## config.mk

```make
export PLATFORM = sky130hd
export DESIGN_NAME = serial_to_spi_flash_command_bridge
export DESIGN_NICKNAME = d
export VERILOG_FILES = /design/src/design/sbr_pkg.sv /design/src/design/serial_to_spi_flash_command_bridge.sv /design/src/design/sbr_engine.sv /design/src/design/sbr_emitter.sv
export SDC_FILE = /design/constraint.sdc
export NUM_CORES = 1
export LEC_CHECK = 0
export BUFFER_PORTS_ARGS = -buffer_cell sky130_fd_sc_hd__buf_2
export CAP_MARGIN = 20
export CORE_MARGIN = 5
export CORE_UTILIZATION = 63
export CTS_CLUSTER_SIZE = 12
export DETAILED_ROUTE_END_ITERATION = 12
export PLACE_DENSITY = 0.82
export SLEW_MARGIN = 10
export SYNTH_ARGS = -nofsm -noshare
export SYNTH_HDL_FRONTEND = slang
export SYNTH_SLANG_ARGS = --single-unit
```

## constraint.sdc

```tcl
create_clock -name clock -period 4.48 [get_ports clock]
set_clock_uncertainty 0.15 [all_clocks]
set_input_delay 0.448 -clock clock [delete_from_list [all_inputs] [get_ports clock]]
set_output_delay 0.448 -clock clock [all_outputs]
set_load 0.02 [all_outputs]
```

## src/design/sbr_pkg.sv

```systemverilog
`default_nettype none

package sbr_pkg;

   localparam logic [7:0] AckCode = 8'h06;
   localparam logic [7:0] NakCode = 8'h15;

   // Number of bytes returned for the name query.
   localparam int NameBytes = 16;

   // Width of the index into a reply sequence (the longest reply is 33 items).
   localparam int SeqIdxBits = 6;

   typedef enum logic [1:0] {
      TGT_UART = 2'd0,
      TGT_SPI  = 2'd1,
      TGT_CS   = 2'd2
   } target_type;

   typedef enum logic [7:0] {
      CMD_NOP      = 8'h00,
      CMD_IFACE    = 8'h01,
      CMD_CMDMAP   = 8'h02,
      CMD_NAME     = 8'h03,
      CMD_BUFSIZE  = 8'h04,
      CMD_BUSTYPE  = 8'h05,
      CMD_SYNCNOP  = 8'h10,
      CMD_SPI_OP   = 8'h13
   } command_type;

   // Each accepted item maps onto one of these fixed reply sequences.
   typedef enum logic [3:0] {
      RPL_NONE       = 4'd0,
      RPL_ACK        = 4'd1,
      RPL_IFACE      = 4'd2,
      RPL_CMDMAP     = 4'd3,
      RPL_NAME       = 4'd4,
      RPL_BUFSIZE    = 4'd5,
      RPL_BUSTYPE    = 4'd6,
      RPL_SYNC       = 4'd7,
      RPL_CS_SEL     = 4'd8,
      RPL_CS_ACK_RD  = 4'd9,
      RPL_CS_ACK_REL = 4'd10,
      RPL_SPI_BYTE   = 4'd11,
      RPL_ACK_RD     = 4'd12,
      RPL_ACK_REL    = 4'd13,
      RPL_UART_RD    = 4'd14,
      RPL_UART_REL   = 4'd15
   } reply_type;

   typedef struct packed {
      reply_type  kind;
      logic [7:0] data;
   } desc_type;

   typedef struct packed {
      target_type target;
      logic [7:0] out_byte;
   } result_type;

   function automatic logic [5:0] reply_count(input reply_type kind);
      logic [5:0] n;
      n = 6'd0;
      unique case (kind)
         RPL_NONE:       n = 6'd0;
         RPL_ACK:        n = 6'd1;
         RPL_IFACE:      n = 6'd3;
         RPL_CMDMAP:     n = 6'd33;
         RPL_NAME:       n = 6'(NameBytes + 1);
         RPL_BUFSIZE:    n = 6'd3;
         RPL_BUSTYPE:    n = 6'd2;
         RPL_SYNC:       n = 6'd2;
         RPL_CS_SEL:     n = 6'd1;
         RPL_CS_ACK_RD:  n = 6'd3;
         RPL_CS_ACK_REL: n = 6'd3;
         RPL_SPI_BYTE:   n = 6'd1;
         RPL_ACK_RD:     n = 6'd2;
         RPL_ACK_REL:    n = 6'd2;
         RPL_UART_RD:    n = 6'd2;
         RPL_UART_REL:   n = 6'd2;
         default:        n = 6'd0;
      endcase
      return n;
   endfunction

   // Programmer name; positions past its end read as zero.
   function automatic logic [7:0] name_byte(input logic [4:0] pos);
      logic [7:0] b;
      b = 8'h00;
      case (pos)
         5'd0:    b = 8'h73;
         5'd1:    b = 8'h65;
         5'd2:    b = 8'h72;
         5'd3:    b = 8'h70;
         5'd4:    b = 8'h72;
         5'd5:    b = 8'h6F;
         5'd6:    b = 8'h67;
         5'd7:    b = 8'h2D;
         5'd8:    b = 8'h64;
         5'd9:    b = 8'h75;
         5'd10:   b = 8'h69;
         5'd11:   b = 8'h6E;
         5'd12:   b = 8'h6F;
         default: b = 8'h00;
      endcase
      return b;
   endfunction

   function automatic result_type reply_item(input reply_type kind,
                                             input logic [SeqIdxBits-1:0] idx,
                                             input logic [7:0] data);
      result_type r;
      r.target   = TGT_UART;
      r.out_byte = 8'h00;
      unique case (kind)
         RPL_ACK: begin
            r.out_byte = AckCode;
         end
         RPL_IFACE: begin
            r.out_byte = (idx == 6'd0) ? AckCode : ((idx == 6'd1) ? 8'h01 : 8'h00);
         end
         RPL_CMDMAP: begin
            case (idx)
               6'd0:    r.out_byte = AckCode;
               6'd1:    r.out_byte = 8'h3F;
               6'd3:    r.out_byte = 8'h09;
               default: r.out_byte = 8'h00;
            endcase
         end
         RPL_NAME: begin
            r.out_byte = (idx == 6'd0) ? AckCode : name_byte(5'(idx - 6'd1));
         end
         RPL_BUFSIZE: begin
            r.out_byte = (idx == 6'd0) ? AckCode : 8'h00;
         end
         RPL_BUSTYPE: begin
            r.out_byte = (idx == 6'd0) ? AckCode : 8'h08;
         end
         RPL_SYNC: begin
            r.out_byte = (idx == 6'd0) ? NakCode : AckCode;
         end
         RPL_CS_SEL: begin
            r.target   = TGT_CS;
            r.out_byte = 8'h01;
         end
         RPL_CS_ACK_RD, RPL_CS_ACK_REL: begin
            if (idx == 6'd0) begin
               r.target   = TGT_CS;
               r.out_byte = 8'h01;
            end else if (idx == 6'd1) begin
               r.out_byte = AckCode;
            end else begin
               r.target = (kind == RPL_CS_ACK_RD) ? TGT_SPI : TGT_CS;
            end
         end
         RPL_SPI_BYTE: begin
            r.target   = TGT_SPI;
            r.out_byte = data;
         end
         RPL_ACK_RD, RPL_ACK_REL: begin
            if (idx == 6'd0) begin
               r.out_byte = AckCode;
            end else begin
               r.target = (kind == RPL_ACK_RD) ? TGT_SPI : TGT_CS;
            end
         end
         RPL_UART_RD, RPL_UART_REL: begin
            if (idx == 6'd0) begin
               r.out_byte = data;
            end else begin
               r.target = (kind == RPL_UART_RD) ? TGT_SPI : TGT_CS;
            end
         end
         default: begin
            r.out_byte = 8'h00;
         end
      endcase
      return r;
   endfunction

endpackage

`default_nettype wire

```

## src/design/serial_to_spi_flash_command_bridge.sv

```systemverilog
`default_nettype none

// Channel   Dir  Handshake              Payload
// req       in   req_tvalid/req_tready  tdata[7:0] data_byte, tuser operation
// rsp       out  rsp_tvalid/rsp_tready  tdata[7:0] out_byte, tuser target, tlast last
//
// An item that causes results occupies the result sequencer until its last result
// is loaded (an item with none never occupies it), so the block takes one item per
// cycle while each causes at most one result and rsp is not stalled; the command
// map reply holds it for its 33 results. The first result passes the sequencer and
// the output register before it is valid on rsp. Reset is synchronous; it returns
// the command phase to idle and drops both sequencer and output valid. A stalled
// rsp holds its result while the next result waits in the sequencer.
module serial_to_spi_flash_command_bridge #(
   parameter int LENGTH_BITS = 24
) (
   input  wire logic        clock,
   input  wire logic        reset,
   input  wire logic        req_tvalid,
   output logic             req_tready,
   input  wire logic [7:0]  req_tdata,   // [7:0] data_byte
   input  wire logic        req_tuser,   // [0] operation
   output logic             rsp_tvalid,
   input  wire logic        rsp_tready,
   output logic [7:0]       rsp_tdata,   // [7:0] out_byte
   output logic [1:0]       rsp_tuser,   // [1:0] target
   output logic             rsp_tlast
);

   sbr_pkg::desc_type    desc;
   sbr_pkg::result_type  result;
   logic                 take;

   assign take = req_tvalid && req_tready;

   sbr_engine #(
      .LENGTH_BITS (LENGTH_BITS)
   ) u_engine (
      .clock     (clock),
      .reset     (reset),
      .take      (take),
      .from_spi  (req_tuser),
      .data_byte (req_tdata),
      .desc      (desc)
   );

   sbr_emitter u_emitter (
      .clock      (clock),
      .reset      (reset),
      .desc_valid (req_tvalid),
      .desc       (desc),
      .desc_ready (req_tready),
      .out_valid  (rsp_tvalid),
      .out_ready  (rsp_tready),
      .out_result (result),
      .out_last   (rsp_tlast)
   );

   assign rsp_tdata = result.out_byte;
   assign rsp_tuser = result.target;

   // A chip-select result only ever selects or releases.
   a_cs_byte: assert property (@(posedge clock) disable iff (reset)
      rsp_tvalid && rsp_tuser == sbr_pkg::TGT_CS |-> rsp_tdata[7:1] == 7'd0)
      else $error("chip-select result carries a byte other than 0 or 1");

   // Results of one item leave without gaps once the previous one is taken.
   a_no_gap: assert property (@(posedge clock) disable iff (reset)
      rsp_tvalid && rsp_tready && !rsp_tlast |=> rsp_tvalid)
      else $error("gap inside the results of one item");

   // No new item enters while a stalled result is not its item's last.
   a_no_overlap: assert property (@(posedge clock) disable iff (reset)
      rsp_tvalid && !rsp_tready && !rsp_tlast |-> !req_tready)
      else $error("item accepted while an earlier item still has results");

endmodule

`default_nettype wire

```

## src/design/sbr_engine.sv

```systemverilog
`default_nettype none

module sbr_engine #(
   parameter int LENGTH_BITS = 24
) (
   input  wire logic             clock,
   input  wire logic             reset,
   input  wire logic             take,
   input  wire logic             from_spi,
   input  wire logic [7:0]       data_byte,
   output sbr_pkg::desc_type     desc
);

   localparam int LenBytes = (LENGTH_BITS + 7) / 8;
   localparam int LenIdxBits = (LenBytes > 1) ? $clog2(LenBytes) : 1;

   typedef enum logic [5:0] {
      PH_IDLE    = 6'b000001,
      PH_SLEN    = 6'b000010,
      PH_RLEN    = 6'b000100,
      PH_WR_HOST = 6'b001000,
      PH_WR_WAIT = 6'b010000,
      PH_RD_WAIT = 6'b100000
   } phase_type;

   phase_type               phase_ff, phase_in;
   logic [LenIdxBits-1:0]   len_idx_ff, len_idx_in;
   logic [LENGTH_BITS-1:0]  wr_rem_ff, wr_rem_in;
   logic [LENGTH_BITS-1:0]  rd_rem_ff, rd_rem_in;

   logic [LENGTH_BITS+7:0]  part_wide;
   logic [LENGTH_BITS-1:0]  part;
   logic [LENGTH_BITS-1:0]  wr_dec;
   logic [LENGTH_BITS-1:0]  rd_dec;
   logic [LENGTH_BITS-1:0]  rd_new;
   logic                    len_done;

   assign part_wide = (LENGTH_BITS + 8)'(data_byte) << {len_idx_ff, 3'b000};
   assign part      = part_wide[LENGTH_BITS-1:0];
   assign wr_dec    = wr_rem_ff - LENGTH_BITS'(1);
   assign rd_dec    = rd_rem_ff - LENGTH_BITS'(1);
   assign rd_new    = rd_rem_ff | part;
   assign len_done  = (len_idx_ff == LenIdxBits'(LenBytes - 1));

   always_comb begin
      phase_in   = phase_ff;
      len_idx_in = len_idx_ff;
      wr_rem_in  = wr_rem_ff;
      rd_rem_in  = rd_rem_ff;
      desc.kind  = sbr_pkg::RPL_NONE;
      desc.data  = data_byte;
      unique case (phase_ff)
         PH_IDLE: begin
            if (!from_spi) begin
               unique case (data_byte)
                  sbr_pkg::CMD_NOP:     desc.kind = sbr_pkg::RPL_ACK;
                  sbr_pkg::CMD_IFACE:   desc.kind = sbr_pkg::RPL_IFACE;
                  sbr_pkg::CMD_CMDMAP:  desc.kind = sbr_pkg::RPL_CMDMAP;
                  sbr_pkg::CMD_NAME:    desc.kind = sbr_pkg::RPL_NAME;
                  sbr_pkg::CMD_BUFSIZE: desc.kind = sbr_pkg::RPL_BUFSIZE;
                  sbr_pkg::CMD_BUSTYPE: desc.kind = sbr_pkg::RPL_BUSTYPE;
                  sbr_pkg::CMD_SYNCNOP: desc.kind = sbr_pkg::RPL_SYNC;
                  sbr_pkg::CMD_SPI_OP: begin
                     wr_rem_in  = '0;
                     rd_rem_in  = '0;
                     len_idx_in = '0;
                     phase_in   = PH_SLEN;
                  end
                  default: desc.kind = sbr_pkg::RPL_NONE;
               endcase
            end
         end
         PH_SLEN: begin
            if (!from_spi) begin
               wr_rem_in  = wr_rem_ff | part;
               len_idx_in = len_done ? '0 : len_idx_ff + LenIdxBits'(1);
               if (len_done) begin
                  phase_in = PH_RLEN;
               end
            end
         end
         PH_RLEN: begin
            if (!from_spi) begin
               rd_rem_in  = rd_new;
               len_idx_in = len_done ? '0 : len_idx_ff + LenIdxBits'(1);
               if (len_done) begin
                  if (wr_rem_ff != '0) begin
                     desc.kind = sbr_pkg::RPL_CS_SEL;
                     phase_in  = PH_WR_HOST;
                  end else if (rd_new != '0) begin
                     desc.kind = sbr_pkg::RPL_CS_ACK_RD;
                     phase_in  = PH_RD_WAIT;
                  end else begin
                     desc.kind = sbr_pkg::RPL_CS_ACK_REL;
                     phase_in  = PH_IDLE;
                  end
               end
            end
         end
         PH_WR_HOST: begin
            if (!from_spi) begin
               desc.kind = sbr_pkg::RPL_SPI_BYTE;
               phase_in  = PH_WR_WAIT;
            end
         end
         PH_WR_WAIT: begin
            if (from_spi) begin
               wr_rem_in = wr_dec;
               if (wr_dec != '0) begin
                  phase_in = PH_WR_HOST;
               end else if (rd_rem_ff != '0) begin
                  desc.kind = sbr_pkg::RPL_ACK_RD;
                  phase_in  = PH_RD_WAIT;
               end else begin
                  desc.kind = sbr_pkg::RPL_ACK_REL;
                  phase_in  = PH_IDLE;
               end
            end
         end
         PH_RD_WAIT: begin
            if (from_spi) begin
               rd_rem_in = rd_dec;
               if (rd_dec != '0) begin
                  desc.kind = sbr_pkg::RPL_UART_RD;
               end else begin
                  desc.kind = sbr_pkg::RPL_UART_REL;
                  phase_in  = PH_IDLE;
               end
            end
         end
         default: begin
            phase_in = PH_IDLE;
         end
      endcase
   end

   always_ff @(posedge clock) begin
      if (reset) begin
         phase_ff   <= PH_IDLE;
         len_idx_ff <= '0;
         wr_rem_ff  <= '0;
         rd_rem_ff  <= '0;
      end else if (take) begin
         phase_ff   <= phase_in;
         len_idx_ff <= len_idx_in;
         wr_rem_ff  <= wr_rem_in;
         rd_rem_ff  <= rd_rem_in;
      end
   end

endmodule

`default_nettype wire

```

## src/design/sbr_emitter.sv

```systemverilog
`default_nettype none

module sbr_emitter (
   input  wire logic              clock,
   input  wire logic              reset,
   input  wire logic              desc_valid,
   input  wire sbr_pkg::desc_type desc,
   output logic                   desc_ready,
   output logic                   out_valid,
   input  wire logic              out_ready,
   output sbr_pkg::result_type    out_result,
   output logic                   out_last
);

   logic                                seq_valid_ff;
   sbr_pkg::desc_type                   seq_ff;
   logic [sbr_pkg::SeqIdxBits-1:0]      idx_ff;
   logic                                out_valid_ff;
   sbr_pkg::result_type                 out_result_ff;
   logic                                out_last_ff;

   logic                                out_free;
   logic                                is_last;
   logic                                load;
   logic                                finish;
   logic                                take;

   assign out_free   = !out_valid_ff || out_ready;
   assign is_last    = (idx_ff == sbr_pkg::reply_count(seq_ff.kind) - 6'd1);
   assign load       = seq_valid_ff && out_free;
   assign finish     = load && is_last;
   assign desc_ready = !seq_valid_ff || finish;
   assign take       = desc_valid && desc_ready;

   always_ff @(posedge clock) begin
      if (reset) begin
         seq_valid_ff <= 1'b0;
         out_valid_ff <= 1'b0;
      end else begin
         if (take) begin
            // An item that causes no result never occupies the sequencer.
            seq_valid_ff <= (desc.kind != sbr_pkg::RPL_NONE);
         end else if (finish) begin
            seq_valid_ff <= 1'b0;
         end
         if (load) begin
            out_valid_ff <= 1'b1;
         end else if (out_ready) begin
            out_valid_ff <= 1'b0;
         end
      end
   end

   always_ff @(posedge clock) begin
      if (take) begin
         seq_ff <= desc;
         idx_ff <= '0;
      end else if (load) begin
         idx_ff <= idx_ff + 6'd1;
      end
      if (load) begin
         out_result_ff <= sbr_pkg::reply_item(seq_ff.kind, idx_ff, seq_ff.data);
         out_last_ff   <= is_last;
      end
   end

   assign out_valid  = out_valid_ff;
   assign out_result = out_result_ff;
   assign out_last   = out_last_ff;

endmodule

`default_nettype wire
```

==> results of run 1 <==
==> worst min-delay path, delay by kind of cell <==
family	cells	cell delay, ns
AND/OR/NAND/NOR	3	0.20
buffers and inverters	1	0.08
==> layout make-up <==
class | instances | area [sq um]
timing repair buffer | 36 | 220
fill | 818 | 3140
sequential | 91 | 2050
clock inverter | 7 | 65.1
multi-input combinational | 653 | 4030
tap | 133 | 166
clock buffer | 9 | 124
inverter | 17 | 63.8
==> worst paths after layout <==
path / endpoint / depth (start not counted)
worst max-delay path: flop / 14
worst min-delay path: u_emitter.out_valid / 4
worst max register to register: flop / 14
worst min register to register: u_emitter.seq_valid_ff / 2
==> state kept, by name (all words and copies together), names as in the netlist, 2 cells and up, named ones only <==
register              cells
u_emitter.idx_ff          6
u_emitter.out_result     10
u_emitter.seq_ff         12
u_engine.len_idx_ff       2
u_engine.phase_ff         6
u_engine.rd_rem_ff       24
u_engine.wr_rem_ff       24
==> metal layers <==
layer	vias up	track usage, %	share of wire, %
li1	2981	-	-
met1	2958	36.9	41
met2	364	43.1	45
met3	66	4.48	9.6
met4	2	12.2	3.8
met5	-	0	0.081
==> cells by family after synthesis <==
| group | synth area share (%) |
|---|---|
| flops | 32.0 |
| fa+ha+maj | 2.50 |
| buf+inv | 5.08 |
| mux | 2.46 |
| compound gates | 24.0 |
| simple gates | 29.5 |
| xor+xnor | 4.51 |
==> report_power, final <==
part / total [mW] / switching, mW / internal [mW]
clock: 0.557 / 0.339 / 0.218
sequential: 0.945 / 0.0506 / 0.895
combinational: 0.567 / 0.360 / 0.206
==> through the flow <==
stage	setup WS (ns)	hold slack, ns	util, %	instances
2_1_floorplan	1.13	0.317	-	824
3_3_place_gp	0.862	0.347	66.0	929
3_5_place_dp	0.778	0.354	66.0	929
4_1_cts	0.761	0.222	68.0	945
5_1_grt	0.422	0.233	68.2	946
6_report	0.724	0.237	68.2	946
==> layout by cell type (no fill, tap or decap), drive strengths merged, types with 6 or more instances in the layout <==
cell	count
or4	6
clkbuf	9
edfxtp	23
xor2	20
o21ai	46
a22oi	6
mux2i	12
xnor2	13
and2	7
ha	12
o211ai	7
inv	23
nor2	112
o22a	14
nand4	9
o31ai	8
a31oi	18
and3	10
nor4	15
nand3b	7
o22ai	6
buf	36
nor2b	11
dfxtp	68
nand2	74
nand4b	6
a21oi	83
nand3	17
nor3	50
or3	10
nand2b	7
==> run metrics, run 1 <==
first drt pass iteration count=6; post_cts resized=0; crit path cell chain=inv_1 > ha_1 > nor4b_4 > nand4b_1 > nor4_2 > xor2_1 > nor4b_1 > buf_4 > nand4_1 > a31oi_4 > mux2i_2 > ha_1 > o21ai_0 > a31oi_1; top cells by count, synth=110 x nor2_1, 79 x a21oi_1, 73 x nand2_1; area added between synthesis and finish=4.90%; Detailed Place HPWL=between 10000 and 15000 um; # rows=36; main flop type after synthesis=dfxtp_1; synthesized area per cell=between 7 and 8 sq um; syn nets=849; Hold Crit Class=in2reg; Die ar.=about 0.012 sq mm; async set or reset register ratio after synthesis=0%; Hold Path Origin=rsp_tready; Design Area, Final=a little under 0.007 sq mm; top cells by area, synth=dfxtp_1 21%, edfxtp_1 11%, nor2_1 6.4%; worst reg2reg path startpoint=u_engine.wr_rem_ff[0]; Design Power=just over 2 mW; Wirelength per Cell=between 15 and 20 um; setup slack, reg-to-reg=between 0.7 and 0.8 ns; drc violations=0; Die Ht=111 um; sum of negative setup slack=0 ns; Critical Path Start Type=flop; final hold violations=0; flops & latches, synth=91; most common cell in the netlist=nor2_1; clock slew seen by the registers of the worst setup and hold paths=around 0.10 ns; Via-to-Cell Ratio=between 6 and 7; Tcrit/Tclk final=~84%; global-route wire length before repair=around 28000 um; outcome=finished, final reports clean; Post-CTS Setup Repair Bufs=0; WL final=about 17000 um; initial antenna violation count=1; leakage=2.52 nW; Starting Density=around 65%; sequential share of the synthesized area=about a third; Synth area leader=dfxtp_1; Crit path top cell by count=ha_1; slew at the pin closest to its max-slew limit=between 0.9 and 1 ns; Max-Cap Viols=0; I/O Buffers=25; post-layout minimum cycle time=between 3 and 4 ns; CTS Sinks=91; Worst path slowest cell=nor4b_4; I/O pin count=26; CP startpoint=u_engine.wr_rem_ff[0]; PwrDens=a little over 300 mW/mm^2; Worst EP required=roughly 4.6 ns; initial DRC count=770; vias in the first global route=about 5800; largest net degree at the start of global routing=59; GRT Util Overall=27.3%; RePlAce Congestion=roughly 0.95; Num CTS Buffers=9; Overflow after GRT=0; dpl cell area=between 0.006 and 0.007 sq mm; Post-synth EDFFs=23; CTS tree=yes; die width=~110 um; clk buf depth=2; CP Capture Type=flop; Mapped Cells=~820; Post-CTS Hold Buffers=0; Post-Syn Area=~0.0064 sq mm; RSZ-0062 raised after global routing=false; yosys warns=0; CP max stage delay=~0.5 ns; WP buf/inv=2; family with the most delay on the worst path=simple AND/OR/NAND/NOR gates; ant diodes=0; WP data arrival=just under 4 ns; max-slew violations=0; CORE AREA=~0.01 sq mm; final setup fails=0; fmax=around 270 MHz; area share of the largest cell type after synthesis=a little over a fifth; ANT nets after route=0; CTS H-tree depth=3; Vias=6371; Crit Path Class=reg2reg; CTS Root Buffer Type=clkbuf_8; headroom to the max-slew limit=38.9%; Peak VDD IR=around 0.17 mV; Layout Nets=about 830; Synth cell types=85; fraction of layout cells with a size suffix above 1=~10%; Max Fanout on Critical Path=10; worst skew pair latency=approximately 0.37 ns
Note: power is estimated with default switching activity, not from simulation.
==> run 2: changes to the inputs <==
- CORE_UTILIZATION: 63 -> 57
- PLACE_DENSITY: 0.82 -> 0.78
- clock period: 4.48 -> 3.4 ns (I/O delays scaled with it)
==> run metrics, run 2 (synthesis results as in run 1) <==
Reg power frac=approximately two fifths; final hold violations=0; CTS Root Buffer Type=clkbuf_16; headroom to the max-slew limit=around 57%; PwrDens=435 mW/mm^2; max-slew violations=0; WL final=~19000 um; Wirelength per Cell=19.4 um; slew at the pin closest to its max-slew limit=approximately 0.65 ns; WP data arrival=~3.5 ns; vias in the first global route=between 6000 and 7000; largest net degree at the start of global routing=59; CORE AREA=roughly 0.011 sq mm; Design Power=around 3.2 mW; clk buf depth=2; die width=between 100 and 150 um; Sw Ratio=between 30% and 40%; Via-to-Cell Ratio=around 6.7; internal cell power=between 2 and 2.5 mW; initial DRC count=943; global-route wire length before repair=slightly above 30000 um; drc violations=0; clock slew seen by the registers of the worst setup and hold paths=0.07 ns; Worst EP required=3.53 ns; GRT Util Overall=approximately 29%; RSZ-0062 raised after global routing=true; switching power=between 1 and 1.5 mW; RePlAce Congestion=slightly below 1; Comb power frac=a little over a quarter; Vias=~6700; fraction of layout cells with a size suffix above 1=17.0%; ANT nets after route=0; ant diodes=0; Die Ht=between 100 and 150 um; Tcrit/Tclk final=a little over nine tenths; Detailed Place HPWL=roughly 13000 um; fmax=approximately 300 MHz; Post-CTS Hold Buffers=0; Hold Slack=between 0.1 and 0.15 ns; Die ar.=about 0.013 sq mm; leakage=2.80 nW; first drt pass iteration count=6; Clk pwr share=34.3%; I/O Buffers=25; Num CTS Buffers=9; Overflow after GRT=0; Max Fanout on Critical Path=2; final setup fails=0; outcome=finished, final reports clean; # rows=38; Layout Nets=roughly 870; I/O pin count=26; Critical Path Start Type=flop; CTS Sinks=a little over 90; CP Capture Type=flop; Starting Density=58.6%; post-layout minimum cycle time=about 3.3 ns; commonest non-fill, non-tap cells in the layout=108 x nor2_1, 79 x a21oi_1, 72 x nand2_1; area added between synthesis and finish=13.8%; initial antenna violation count=0; worst skew pair latency=about 0.36 ns; biggest registers after layout=u_engine.rd_rem_ff: 24 flops, u_engine.wr_rem_ff: 24 flops, u_emitter.seq_ff: 12 flops; most common cell after layout, fill and taps aside=nor2_1; Crit Path Class=reg2reg; CTS H-tree depth=3; Peak VDD IR=between 0.2 and 0.3 mV; CTS tree=yes; Hold Crit Class=in2reg; Max-Cap Viols=0
-- run 2: cell count changes in the layout (fill, tap and decap cells not counted), sizes merged --
cell	previous run	this run
clkbuf	9	10
bufinv	0	2
clkinv	0	3
buf	36	75
inv	23	17
-- run 2: timing repair --
item                                    CTS  global route
endpoints found under the setup margin    0            23
resized for setup                         0            32
hold endpoints to repair                  0             0
setup buffers                             0             9
-- run 2: layout make-up --
type | instances | area [sq um]
multi-input combinational | 653 | 4150
fill | 933 | 3640
sequential | 91 | 2060
timing repair buffer | 75 | 526
clock buffer | 10 | 229
tap | 140 | 175
clock inverter | 6 | 90.1
inverter | 17 | 66.3
-- run 2: metrics by stage --
| stage | instances | setup slack [ns] | area, sq um | util (%) | setup TNS [ns] |
|---|---|---|---|---|---|
| 3_5_place_dp | 966 | 0.0375 | 6760 | 61.8 | 0 |
| 2_1_floorplan | 824 | 0.0472 | 6410 | - | 0 |
| 5_1_grt | 992 | -0.0562 | 7300 | 66.7 | -0.102 |
| 6_report | 992 | 0.0800 | 7300 | 66.7 | 0 |
| 3_3_place_gp | 966 | 0.179 | 6760 | 61.8 | 0 |
| 4_1_cts | 982 | 0.0142 | 7080 | 64.7 | 0 |
-- run 2: worst paths after layout --
path,startpoint,end,slack (ns),cells after the start
setup / recovery,u_engine.wr_rem_ff[11],flop,0.08,11
hold / removal,rsp_tready,u_emitter.out_valid,0.14,4
setup reg to reg,u_engine.wr_rem_ff[11],flop,0.08,11
hold reg to reg,u_emitter.seq_valid_ff,u_emitter.out_valid,0.36,2
-- run 2: critical path: stages (launching register included) --
cell     delay [ns]
dfxtp_2        0.32
or4_4          0.53
or3_4          0.39
o21a_1         0.23
nor4_2         0.26
and4_2         0.26
nand4_1        0.21
a31oi_4        0.28
mux2i_2        0.10
ha_1           0.31
o21ai_1        0.05
a31oi_1        0.17
-- run 2: power by group through the flow --
stage / clock network [mW] / registers, mW / logic, mW
2_1_floorplan: 0 / 1.25 / 0.574
3_3_place_gp: 0 / 1.25 / 0.764
3_5_place_dp: 0 / 1.26 / 0.791
4_1_cts: 1.09 / 1.23 / 0.802
5_1_grt: 1.15 / 1.24 / 0.927
6_report: 1.09 / 1.23 / 0.851
-- run 2: per-layer routing --
metal	up-vias	track usage [%]	share of wire [%]
li1	3060	-	-
met2	407	45.7	46
met3	81	5.22	9.7
met5	-	0	0
met1	3117	38.5	41
met4	0	12.1	3.7
